$ cat src/rtl/utf8s_pkg.sv
`timescale 1ns / 1ps
// ----------------------------------------------------------------------------
// utf8s_pkg: shared types and constants of the UTF-8 sanitiser
// Word types of both channels, the burst passed from classifier to
// serialiser, and the character constants used by the cleaning rules.
// ----------------------------------------------------------------------------
package utf8s_pkg;

    typedef struct packed {
        logic [7:0] in_byte;
        logic       in_last;
    } in_word_t;

    typedef struct packed {
        logic [7:0] out_byte;
        logic       out_last;
    } out_word_t;

    localparam int unsigned BURST_MAX  = 4;
    localparam int unsigned QUEUE_DEPTH = 4;

    typedef logic [$clog2(BURST_MAX+1)-1:0]   burst_count_t;
    typedef logic [$clog2(BURST_MAX)-1:0]     burst_index_t;
    typedef logic [$clog2(QUEUE_DEPTH)-1:0]   queue_ptr_t;
    typedef logic [$clog2(QUEUE_DEPTH+1)-1:0] queue_fill_t;

    typedef struct packed {
        logic [BURST_MAX-1:0][7:0] octets;
        burst_count_t              count;
        logic                      last;
    } burst_t;

    typedef struct packed {
        logic   push;
        burst_t burst;
    } push_t;

    typedef struct packed {
        logic   valid;
        burst_t head;
    } head_t;

    localparam logic [7:0] CHAR_QMARK = 8'h3F;
    localparam logic [7:0] CHAR_SPACE = 8'h20;
    localparam logic [7:0] CHAR_TAB   = 8'h09;
    localparam logic [7:0] CHAR_LF    = 8'h0A;
    localparam logic [7:0] CHAR_CR    = 8'h0D;

    localparam logic [2:0] SEQ_NONE  = 3'd0;
    localparam logic [2:0] SEQ_TWO   = 3'd2;
    localparam logic [2:0] SEQ_THREE = 3'd3;
    localparam logic [2:0] SEQ_FOUR  = 3'd4;

endpackage

$ cat src/rtl/utf8_sanitizer.sv
`timescale 1ns / 1ps
// ----------------------------------------------------------------------------
// utf8_sanitizer: UTF-8 validating byte cleaner
// Accepts one source byte per cycle while its four-entry burst queue has
// room; each byte yields zero to four cleaned bytes, which leave one per
// cycle while dst_stall is low, through the queue and output register.
// ----------------------------------------------------------------------------
// The block takes one source byte per cycle and, when the downstream side
// keeps up, delivers one cleaned byte per cycle. A source byte that closes
// or breaks a multi-byte sequence produces a burst of up to four bytes;
// these are serialised at one byte per cycle by the output stage, so the
// sustained input rate is one byte per cycle for ordinary text and falls to
// one byte per burst length where long bursts follow each other, with the
// four-entry burst queue absorbing short runs of them. Input stall is
// raised only while that queue is full.
module utf8_sanitizer (
    input  logic                 clk,
    input  logic                 rst_n,
    input  logic                 src_valid,
    output logic                 src_stall,
    input  utf8s_pkg::in_word_t  src_data,
    output logic                 dst_valid,
    input  logic                 dst_stall,
    output utf8s_pkg::out_word_t dst_data
);

    utf8s_pkg::push_t push;
    utf8s_pkg::head_t head;
    logic             queue_full;
    logic             pop;
    logic             accept;

    assign src_stall = queue_full;
    assign accept    = src_valid && !queue_full;

    utf8s_front u_front (
        .clk    (clk),
        .rst_n  (rst_n),
        .accept (accept),
        .word   (src_data),
        .push   (push)
    );

    utf8s_queue u_queue (
        .clk   (clk),
        .rst_n (rst_n),
        .push  (push),
        .pop   (pop),
        .full  (queue_full),
        .head  (head)
    );

    utf8s_back u_back (
        .clk   (clk),
        .rst_n (rst_n),
        .head  (head),
        .pop   (pop),
        .stall (dst_stall),
        .valid (dst_valid),
        .data  (dst_data)
    );

endmodule

$ cat src/rtl/utf8s_front.sv
`timescale 1ns / 1ps
// ----------------------------------------------------------------------------
// utf8s_front: byte classifier
// Tracks the open multi-byte sequence and turns each accepted byte into a
// burst of zero to four cleaned bytes for the queue.
// ----------------------------------------------------------------------------
module utf8s_front (
    input  logic               clk,
    input  logic               rst_n,
    input  logic               accept,
    input  utf8s_pkg::in_word_t word,
    output utf8s_pkg::push_t   push
);

    logic [7:0] held_reg [3];
    logic [7:0] held_next [3];
    logic [1:0] held_count_reg;
    logic [1:0] held_count_next;
    logic [2:0] seq_len_reg;
    logic [2:0] seq_len_next;

    logic       is_cont;
    logic       fresh;
    logic       emit_en;
    logic [7:0] emit_byte;
    logic [2:0] lead_len;
    utf8s_pkg::burst_t burst;

    assign is_cont = (word.in_byte[7:6] == 2'b10);

    always_comb
    begin
        held_next       = held_reg;
        held_count_next = held_count_reg;
        seq_len_next    = seq_len_reg;
        fresh           = 1'b1;
        emit_en         = 1'b0;
        emit_byte       = utf8s_pkg::CHAR_QMARK;
        lead_len        = utf8s_pkg::SEQ_NONE;
        for (int k = 0; k < utf8s_pkg::BURST_MAX; k++)
        begin
            burst.octets[k] = utf8s_pkg::CHAR_QMARK;
        end
        burst.count = '0;
        burst.last  = word.in_last;

        if (seq_len_reg != utf8s_pkg::SEQ_NONE)
        begin
            if (is_cont)
            begin
                fresh = 1'b0;
                if (({1'b0, held_count_reg} + 3'd1) == seq_len_reg)
                begin
                    for (int k = 0; k < 3; k++)
                    begin
                        burst.octets[k] = held_reg[k];
                    end
                    burst.octets[held_count_reg] = word.in_byte;
                    burst.count     = {1'b0, held_count_reg} + 3'd1;
                    held_count_next = '0;
                    seq_len_next    = utf8s_pkg::SEQ_NONE;
                end
                else if (word.in_last || (held_count_reg == 2'd3))
                begin
                    burst.count     = {1'b0, held_count_reg} + 3'd1;
                    held_count_next = '0;
                    seq_len_next    = utf8s_pkg::SEQ_NONE;
                end
                else
                begin
                    held_next[held_count_reg] = word.in_byte;
                    held_count_next = held_count_reg + 2'd1;
                end
            end
            else
            begin
                burst.count     = {1'b0, held_count_reg};
                held_count_next = '0;
                seq_len_next    = utf8s_pkg::SEQ_NONE;
            end
        end

        if (fresh)
        begin
            case (word.in_byte) inside
                [8'h00:8'h7F]:
                begin
                    emit_en = 1'b1;
                    if ((word.in_byte >= utf8s_pkg::CHAR_SPACE) ||
                        (word.in_byte == utf8s_pkg::CHAR_TAB) ||
                        (word.in_byte == utf8s_pkg::CHAR_LF) ||
                        (word.in_byte == utf8s_pkg::CHAR_CR))
                    begin
                        emit_byte = word.in_byte;
                    end
                    else
                    begin
                        emit_byte = utf8s_pkg::CHAR_SPACE;
                    end
                end
                [8'hC0:8'hDF]: lead_len = utf8s_pkg::SEQ_TWO;
                [8'hE0:8'hEF]: lead_len = utf8s_pkg::SEQ_THREE;
                [8'hF0:8'hF7]: lead_len = utf8s_pkg::SEQ_FOUR;
                default:       emit_en  = 1'b1;
            endcase

            if (lead_len != utf8s_pkg::SEQ_NONE)
            begin
                if (word.in_last)
                begin
                    emit_en = 1'b1;
                end
                else
                begin
                    held_next[0]    = word.in_byte;
                    held_count_next = 2'd1;
                    seq_len_next    = lead_len;
                end
            end

            if (emit_en)
            begin
                burst.octets[burst.count[1:0]] = emit_byte;
                burst.count = burst.count + 3'd1;
            end
        end

        if (word.in_last)
        begin
            held_count_next = '0;
            seq_len_next    = utf8s_pkg::SEQ_NONE;
        end
    end

    assign push.push  = accept && (burst.count != '0);
    assign push.burst = burst;

    always_ff @(posedge clk or negedge rst_n)
    begin
        if (!rst_n)
        begin
            held_count_reg <= '0;
            seq_len_reg    <= utf8s_pkg::SEQ_NONE;
        end
        else if (accept)
        begin
            held_count_reg <= held_count_next;
            seq_len_reg    <= seq_len_next;
        end
    end

    always_ff @(posedge clk)
    begin
        if (accept)
        begin
            held_reg <= held_next;
        end
    end

endmodule

$ cat src/rtl/utf8s_queue.sv
`timescale 1ns / 1ps
// ----------------------------------------------------------------------------
// utf8s_queue: burst queue
// A small first-in first-out store of bursts between the classifier and
// the serialiser.
// ----------------------------------------------------------------------------
module utf8s_queue (
    input  logic             clk,
    input  logic             rst_n,
    input  utf8s_pkg::push_t push,
    input  logic             pop,
    output logic             full,
    output utf8s_pkg::head_t head
);

    utf8s_pkg::burst_t      entry_reg [utf8s_pkg::QUEUE_DEPTH];
    utf8s_pkg::queue_ptr_t  wr_ptr_reg;
    utf8s_pkg::queue_ptr_t  wr_ptr_next;
    utf8s_pkg::queue_ptr_t  rd_ptr_reg;
    utf8s_pkg::queue_ptr_t  rd_ptr_next;
    utf8s_pkg::queue_fill_t fill_reg;
    utf8s_pkg::queue_fill_t fill_next;
    logic                   do_push;
    logic                   do_pop;

    assign full       = (fill_reg == utf8s_pkg::queue_fill_t'(utf8s_pkg::QUEUE_DEPTH));
    assign head.valid = (fill_reg != '0);
    assign head.head  = entry_reg[rd_ptr_reg];

    assign do_push = push.push && !full;
    assign do_pop  = pop && head.valid;

    always_comb
    begin
        wr_ptr_next = do_push ? wr_ptr_reg + 1'b1 : wr_ptr_reg;
        rd_ptr_next = do_pop ? rd_ptr_reg + 1'b1 : rd_ptr_reg;
        fill_next   = fill_reg;
        if (do_push && !do_pop)
        begin
            fill_next = fill_reg + 1'b1;
        end
        else if (!do_push && do_pop)
        begin
            fill_next = fill_reg - 1'b1;
        end
    end

    always_ff @(posedge clk or negedge rst_n)
    begin
        if (!rst_n)
        begin
            wr_ptr_reg <= '0;
            rd_ptr_reg <= '0;
            fill_reg   <= '0;
        end
        else
        begin
            wr_ptr_reg <= wr_ptr_next;
            rd_ptr_reg <= rd_ptr_next;
            fill_reg   <= fill_next;
        end
    end

    always_ff @(posedge clk)
    begin
        if (do_push)
        begin
            entry_reg[wr_ptr_reg] <= push.burst;
        end
    end

endmodule

$ cat src/rtl/utf8s_back.sv
`timescale 1ns / 1ps
// ----------------------------------------------------------------------------
// utf8s_back: burst serialiser
// Walks the burst at the head of the queue and hands its bytes one at a
// time to the output register.
// ----------------------------------------------------------------------------
module utf8s_back (
    input  logic                 clk,
    input  logic                 rst_n,
    input  utf8s_pkg::head_t     head,
    output logic                 pop,
    input  logic                 stall,
    output logic                 valid,
    output utf8s_pkg::out_word_t data
);

    utf8s_pkg::burst_index_t idx_reg;
    utf8s_pkg::burst_index_t idx_next;
    logic                    out_valid_reg;
    logic                    out_valid_next;
    utf8s_pkg::out_word_t    out_data_reg;
    utf8s_pkg::out_word_t    out_data_next;
    logic                    load;
    logic                    at_end;

    assign load   = head.valid && (!out_valid_reg || !stall);
    assign at_end = ({1'b0, idx_reg} + 3'd1) == head.head.count;
    assign pop    = load && at_end;

    always_comb
    begin
        idx_next       = idx_reg;
        out_valid_next = out_valid_reg && stall;
        out_data_next  = out_data_reg;
        if (load)
        begin
            out_valid_next         = 1'b1;
            out_data_next.out_byte = head.head.octets[idx_reg];
            out_data_next.out_last = head.head.last && at_end;
            idx_next               = at_end ? '0 : idx_reg + 1'b1;
        end
    end

    always_ff @(posedge clk or negedge rst_n)
    begin
        if (!rst_n)
        begin
            idx_reg       <= '0;
            out_valid_reg <= 1'b0;
        end
        else
        begin
            idx_reg       <= idx_next;
            out_valid_reg <= out_valid_next;
        end
    end

    always_ff @(posedge clk)
    begin
        out_data_reg <= out_data_next;
    end

    assign valid = out_valid_reg;
    assign data  = out_data_reg;

endmodule

$ cat config.mk
export PLATFORM = sky130hd
export DESIGN_NAME = utf8_sanitizer
export DESIGN_NICKNAME = d
export VERILOG_FILES = /design/src/rtl/utf8s_pkg.sv /design/src/rtl/utf8_sanitizer.sv /design/src/rtl/utf8s_front.sv /design/src/rtl/utf8s_queue.sv /design/src/rtl/utf8s_back.sv
export SDC_FILE = /design/constraint.sdc
export NUM_CORES = 1
export LEC_CHECK = 0
export ABC_AREA = 1
export BUFFER_PORTS_ARGS = -buffer_cell sky130_fd_sc_hd__buf_2
export CAP_MARGIN = 20
export CORE_ASPECT_RATIO = 1.25
export CORE_MARGIN = 5
export CORE_UTILIZATION = 56
export DETAILED_ROUTE_END_ITERATION = 10
export GPL_ROUTABILITY_DRIVEN = 0
export PLACE_DENSITY = 0.76
export RECOVER_POWER = 100
export SETUP_SLACK_MARGIN = 0.05
export SLEW_MARGIN = 20
export SYNTH_ARGS = -nofsm -noshare
export SYNTH_HDL_FRONTEND = slang
export SYNTH_SLANG_ARGS = --single-unit
export TNS_END_PERCENT = 100
$ cat constraint.sdc
create_clock -name clk -period 4.2 [get_ports clk]
set_clock_uncertainty 0.1 [all_clocks]
set_input_delay 0.21 -clock clk [delete_from_list [all_inputs] [get_ports clk]]
set_output_delay 0.21 -clock clk [all_outputs]
set_load 0.005 [all_outputs]
==> flow_metrics.env, run 1 <==
export IMPL_status="completed"
export IMPL_synth_ff_type="edfxtp_1"
export IMPL_synth_edf_count=177
export IMPL_port_buffers=23
export IMPL_endpoint_kind="flip-flop"
export IMPL_crit_type="flip-flop to flip-flop"
export IMPL_drtAntennaViolNets=0
export IMPL_hpwl_mm=12.1
export IMPL_ys_types=38
export IMPL_crit_path_start_kind="flip-flop"
export IMPL_fin_crit_ns=3.83
export IMPL_netlist_area_leader_share_pct=61.5
export IMPL_nFillCells=1131
export IMPL_h_tree_depth=4
export IMPL_wl_per_cell_um=18.5
export IMPL_post_route_period_util_pct=91.1
export IMPL_r2r_end="u_queue.fill_reg[1]$_DFFE_PN0P_"
export IMPL_start_util_pct=57.3
export IMPL_die_y_um=149
export IMPL_async_flop_share_pct=7.81
export IMPL_die_w_um=121
export IMPL_cp_arrival_ns=4.04
export IMPL_routed_wl_mm=18.8
export IMPL_synth_nets=802
export IMPL_clock_sinks=192
export IMPL_cts_root_buf="clkbuf_16"
export IMPL_synthCells=774
export IMPL_min_path_cells=4
export IMPL_worst_pin_slew_ns=1.05
export IMPL_rows=50
export IMPL_slew_headroom_pct=29.8
export IMPL_worstPathRequired_ns=4.42
export IMPL_clkLatencyLatePin_ns=0.43
export IMPL_min_to="u_front.seq_len_reg[1]$_DFFE_PN0P_"
export IMPL_grt_usage_pct=21.9
export IMPL_reg2reg_depth=20
export IMPL_grt_max_degree=50
export IMPL_tns_ns=0
export IMPL_vias=5962
export IMPL_crit_reg2reg_launch="u_front.held_count_reg[0]$_DFFE_PN0P_"
export IMPL_yosysWarnings=0
export IMPL_tritoncts="built"
export IMPL_ys_seq_elements=192
export IMPL_clock_fmax_mhz=261
export IMPL_syn_mean_instance_area_um2=11.2
export IMPL_insertedDiodeCount=0
export IMPL_hold_violations=0
export IMPL_synth_top_cell_by_area="edfxtp_1"
export IMPL_hp_start="src_data[6]"
export IMPL_crit_fanout=8
export IMPL_setup_viol=0
export IMPL_boundaryPins=24
export IMPL_antenna_found_initial=0
export IMPL_cts_resized=0
export IMPL_grt_overflow_total=0
export IMPL_vias_per_cell=5.86
export IMPL_drive_gt1_share_pct=9.64
export IMPL_cts_buffers=17
export IMPL_netlist_top_cells_area="edfxtp_1, o21ai_0, dfrtp_1, nand2_1, nor2_1"
export IMPL_slew_violations=0
export IMPL_syn2layout_area_growth_pct=10.5
export IMPL_hold_class="input port to flip-flop"
export IMPL_cts_clk_slew_worst_paths_ns=0.07
export IMPL_drt_iter0_drc=512
export IMPL_maxCapViolCount=0
export IMPL_grt_setup_unrepaired="no"
export IMPL_drc=0
export IMPL_drt_pass1_iterations=5
export IMPL_fin_nets=824
export IMPL_core_um2=15100
export IMPL_grt_pass1_wl_mm=30.6
export IMPL_r2r_setup_slack_ns=0.37
export IMPL_ir_drop_uv=337
export IMPL_syn_area_um2=8640
export IMPL_fin_util_pct=63.3
export IMPL_ys_seq_area_share_pct=65.9
export IMPL_largest_reg_flops=144
export IMPL_cts_buffer_depth=2
export IMPL_grt_pass1_vias=6125
export IMPL_power_density_nw_per_um2=630
export IMPL_static_leakage_power_nw=3.33
export IMPL_die_area_um2=18000
==> cells in the mapped netlist, drive strengths merged, types with 14 or more instances <==
cell type	instances
nand3	27
nor2	100
a21oi	19
o21ai	110
clkbuf	24
inv	92
dfrtp	15
nand2	102
edfxtp	177
o221ai	24
ha	14
o22ai	24
==> cell type report <==
type	count	area (um2)	area share [%]
Clock inverter	15	171	1.80
Tap cell	208	260	2.73
Multi-Input combinational cell	455	2440	25.6
Sequential cell	192	5690	59.6
Inverter	93	350	3.67
Clock buffer	17	425	4.46
Timing Repair Buffer	37	201	2.11
==> stage by stage <==
step                power (mW)  setup WS (ns)  instance area (um2)  instances  hold WS [ns]
finish                    6.01          0.374                 9540       1017        0.0723
global placement          4.35          0.641                 8980        983        0.0424
floorplan                 3.88         0.0629                 8640        774        -0.186
CTS                       6.06          0.386                 9600       1017        0.0348
detailed placement        4.46          0.411                 8980        983        0.0523
global route              6.35          0.127                 9540       1017         0.129
==> kinds of logic (layout without fill, tap and decap cells) <==
| family | count (synthesis) | in the layout | share of synthesized area, % |
|---|---|---|---|
| multiplexers | 1 | 1 | 0.130 |
| AND/OR/NAND/NOR | 237 | 237 | 11.8 |
| flip-flops | 192 | 192 | 65.9 |
| XOR/XNOR | 8 | 8 | 0.811 |
| AO/OA/AOI/OAI | 194 | 194 | 13.3 |
| adder cells (fa/ha/maj) | 15 | 15 | 2.26 |
| buffers and inverters | 127 | 162 | 5.87 |
==> cell usage in the layout (no fill, tap or decap), types with 2 or more instances in the layout <==
cell type      instances
edfxtp_1             177
o21ai_0              109
nand2_1               99
nor2_1                93
inv_1                 85
nand3_1               25
o22ai_1               24
o221ai_1              24
a21oi_1               19
clkbuf_16             17
buf_2                 15
dfrtp_1               15
ha_1                  14
clkbuf_1              11
o211ai_1              10
inv_6                  7
inv_2                  6
nor2_4                 6
xor2_1                 6
a22oi_1                5
buf_4                  5
nor3_1                 3
clkinv_4               3
clkbuf_4               3
xnor2_1                2
nand2_2                2
nand4_1                2
bufinv_16              2
dlygate4sd3_1          2
==> critical path, stage by stage (launching register included) <==
cell and delay, ns:
dfrtp_1 0.49, inv_1 0.13, ha_1 0.37, inv_1 0.08
nand2_1 0.05, nand2_1 0.07, nand3_2 0.12, nand2_1 0.11
nand2_1 0.05, nand2_1 0.07, nand2_1 0.10, ha_1 0.31
or2_1 0.23, nand2_1 0.14, nand3_4 0.11, nand2_4 0.13
inv_1 0.07, ha_1 0.19, inv_1 0.10, fa_1 0.42
mux2_2 0.28
==> per-layer routing <==
metal | track usage, % | wire (um) | up-vias
li1 | - | - | 2778
met1 | 27.6 | 7570 | 2850
met2 | 37.0 | 9410 | 281
met3 | 4.10 | 1280 | 53
met4 | 9.75 | 534 | 0
met5 | 0 | 0 | -
==> where the power goes <==
part / switching (mW) / internal (mW) / leakage, nW
Clock: 0.724 / 0.896 / 0.292
Sequential: 0.173 / 2.49 / 1.67
Combinational: 1.21 / 0.523 / 1.37
Total: 2.11 / 3.91 / 3.33
==> timing repair <==
action	CTS	global route
buffers inserted	0	0
endpoints found under the hold margin	16	0
hold buffers	2	0
==> how the worst max path moves through the flow <==
| stage | from | cells past startpoint | slack [ns] | endpoint |
|---|---|---|---|---|
| finish | u_front.held_count_reg[0]$_DFFE_PN0P_ | 20 | 0.37 | u_queue.fill_reg[1]$_DFFE_PN0P_ |
| detailed placement | u_front.held_count_reg[0]$_DFFE_PN0P_ | 20 | 0.41 | u_queue.fill_reg[1]$_DFFE_PN0P_ |
| floorplan | u_front.held_count_reg[0]$_DFFE_PN0P_ | 18 | 0.06 | u_queue.entry_reg[0][0]$_DFFE_PP_ |
| global route | u_front.held_count_reg[0]$_DFFE_PN0P_ | 19 | 0.13 | u_queue.entry_reg[2][20]$_DFFE_PP_ |
| CTS | u_front.held_count_reg[0]$_DFFE_PN0P_ | 20 | 0.39 | u_queue.fill_reg[1]$_DFFE_PN0P_ |
| global placement | u_front.held_count_reg[0]$_DFFE_PN0P_ | 20 | 0.64 | u_queue.fill_reg[1]$_DFFE_PN0P_ |
Note: power is estimated with default switching activity, not from simulation.
==> inputs of run 2 (changes only) <==
==> constraint.sdc (replaced) <==
create_clock -name clk -period 4.2 [get_ports clk]
set_clock_uncertainty 0.1 [all_clocks]
set_input_delay 0 -clock clk [delete_from_list [all_inputs] [get_ports clk]]
set_output_delay 0 -clock clk [all_outputs]
set_load 0.005 [all_outputs]
==> run 2 against run 1 <==
Via count rose by 0.39%. Routed wire length rose by 0.77%. Non-clock buffer count rose by 11. Combinational power fell by 2%. Sequential share of layout area fell by 0.37 points. Worst hold slack improved by 0.19 ns. Register-to-register slack got worse by 0.02 ns. Sequential power rose by 2%. Total power fell by 1.7%.
==> flow_metrics.env, run 2 (synthesis results as in run 1) <==
export IMPL_status="completed"
export IMPL_setup_worst_path_start="u_front.held_count_reg[0]$_DFFE_PN0P_"
export IMPL_drive_gt1_share_pct=8.68
export IMPL_vias_per_cell=5.83
export IMPL_critPathMaxStageDelay_ns=0.82
export IMPL_wl_met3_mm=1.20
export IMPL_hold_class="input port to flip-flop"
export IMPL_tritoncts="built"
export IMPL_post_route_period_util_pct=91.6
export IMPL_cp_slowest_cell="clkbuf_2"
export IMPL_port_buffers=23
export IMPL_cts_buffer_depth=2
export IMPL_start_util_pct=57.3
export IMPL_path_buf_inv=5
export IMPL_crit_reg2reg_launch="u_front.held_count_reg[0]$_DFFE_PN0P_"
export IMPL_final_common_cell="edfxtp_1"
export IMPL_crit_fanout=36
export IMPL_grt_max_degree=43
export IMPL_hp_start="dst_stall"
export IMPL_die_w_um=121
export IMPL_core_um2=15100
export IMPL_cp_arrival_ns=3.79
export IMPL_crit_path_start_kind="flip-flop"
export IMPL_die_y_um=149
export IMPL_h_tree_depth=4
export IMPL_cp_top_family="buffers and inverters"
export IMPL_power_density_nw_per_um2=616
export IMPL_critical_path_cell_chain="inv_2 -> ha_1 -> inv_1 -> nand2_1 -> nand2_1 -> nand3_2 -> nand2_1 -> nand2_1 -> nand2_1 -> nand2_1 -> inv_1 -> ha_1 -> nand2_1 -> nand2_1 -> inv_1 -> nand3_4 -> nand2_4 -> nor2_4 -> clkbuf_2"
export IMPL_drtAntennaViolNets=0
export IMPL_grt_setup_unrepaired="no"
export IMPL_static_leakage_power_nw=3.34
export IMPL_worst_pin_slew_ns=1.08
export IMPL_p_total_mw=5.91
export IMPL_rows=50
export IMPL_cts_clk_slew_worst_paths_ns=0.06
export IMPL_worstPathRequired_ns=4.14
export IMPL_endpoint_kind="flip-flop"
export IMPL_grt_pass1_vias=6017
export IMPL_met1_length_mm=7.45
export IMPL_hold_violations=0
export IMPL_nFillCells=1106
export IMPL_slew_headroom_pct=28.2
export IMPL_grt_pass1_wl_mm=30.4
export IMPL_tns_ns=0
export IMPL_clock_fmax_mhz=260
export IMPL_met2_length_mm=9.88
export IMPL_routed_wl_mm=18.9
export IMPL_clock_sinks=192
export IMPL_wl_per_cell_um=18.5
export IMPL_hpwl_mm=12.3
export IMPL_setup_viol=0
export IMPL_syn2layout_area_growth_pct=11.2
export IMPL_cts_root_buf="clkbuf_16"
export IMPL_largest_reg_flops=144
export IMPL_fin_nets=835
export IMPL_antenna_found_initial=0
export IMPL_boundaryPins=24
export IMPL_clkLatencyLatePin_ns=0.43
export IMPL_cts_setup_buffers=0
export IMPL_drt_pass1_iterations=8
export IMPL_crit_path_frequent_cell="nand2_1"
export IMPL_ir_drop_uv=297
export IMPL_vias=5985
export IMPL_final_cell_mix="edfxtp_1, o21ai_0, nand2_1"
export IMPL_grt_usage_pct=21.9
export IMPL_maxCapViolCount=0
export IMPL_grt_overflow_total=0
export IMPL_slew_violations=0
export IMPL_cts_buffers=17
export IMPL_crit_type="flip-flop to flip-flop"
export IMPL_insertedDiodeCount=0
export IMPL_die_area_um2=18000
export IMPL_drt_iter0_drc=557
export IMPL_highest_layer="met4"
export IMPL_cts_resized=0
export IMPL_drc=0
export IMPL_fin_crit_ns=3.85
-- run 2: changes by cell type in the layout (fill, tap and decap cells not counted), sizes merged --
| cell | change |
|---|---|
| clkinvlp | +1 |
| inv | -7 |
| clkbuf | +3 |
| clkinv | +4 |
| buf | -4 |
| dlygate4sd3 | +12 |
-- run 2: repair_timing --
action | CTS | global route
hold endpoints to repair | 53 | 0
hold buffers | 14 | 0
endpoints found under the setup margin | 0 | 0
-- run 2: final timing paths --
check / to / slack, ns / cells past startpoint
max in group asynchronous: u_queue.rd_ptr_reg[0]$_DFFE_PN0P_ / 2.86 / 3
max reg2reg: u_queue.entry_reg[1][5]$_DFFE_PP_ / 0.35 / 19
max: u_queue.entry_reg[1][5]$_DFFE_PP_ / 0.35 / 19
min in group asynchronous: u_back.idx_reg[0]$_DFFE_PN0P_ / 0.61 / 3
min: u_back.valid$_DFF_PN0_ / 0.27 / 4
min reg2reg: u_back.valid$_DFF_PN0_ / 0.41 / 2
-- run 2: cell type report --
cell class | count | area [um2] | share of cell area [%]
Tap cell | 208 | 260 | 2.71
Clock buffer | 17 | 425 | 4.43
Multi-Input combinational cell | 455 | 2450 | 25.5
Timing Repair Buffer | 48 | 303 | 3.15
Inverter | 93 | 350 | 3.65
Clock inverter | 13 | 123 | 1.28
Sequential cell | 192 | 5690 | 59.3
-- run 2: worst min-delay path, stage by stage --
cell and delay [ns]:
dlygate4sd3_1 0.53, buf_2 0.10, nand2_1 0.05, nand3_1 0.08
-- run 2: where the power goes --
group          internal (mW)  leakage (nW)  switching (mW)
combinational          0.517          1.40            1.17
clock                  0.859         0.265           0.654
sequential              2.50          1.67           0.216
-- run 2: metal layers --
metal / vias to the layer above / global-route usage [%]
met5: - / 0
met4: 0 / 9.01
met3: 39 / 3.64
met2: 272 / 38.1
met1: 2877 / 27.2
li1: 2797 / -
-- run 2: per-stage QoR --
stage | setup WS [ns] | instance area [um2] | hold WS [ns] | util, % | cells
floorplan | 0.0629 | 8640 | -0.396 | - | 774
global placement | 0.648 | 8970 | -0.171 | 59.5 | 982
detailed placement | 0.436 | 8970 | -0.169 | 59.5 | 982
CTS | 0.409 | 9660 | 0.0171 | 64.1 | 1026
global route | 0.0724 | 9610 | 0.299 | 63.7 | 1026
finish | 0.352 | 9610 | 0.266 | 63.7 | 1026
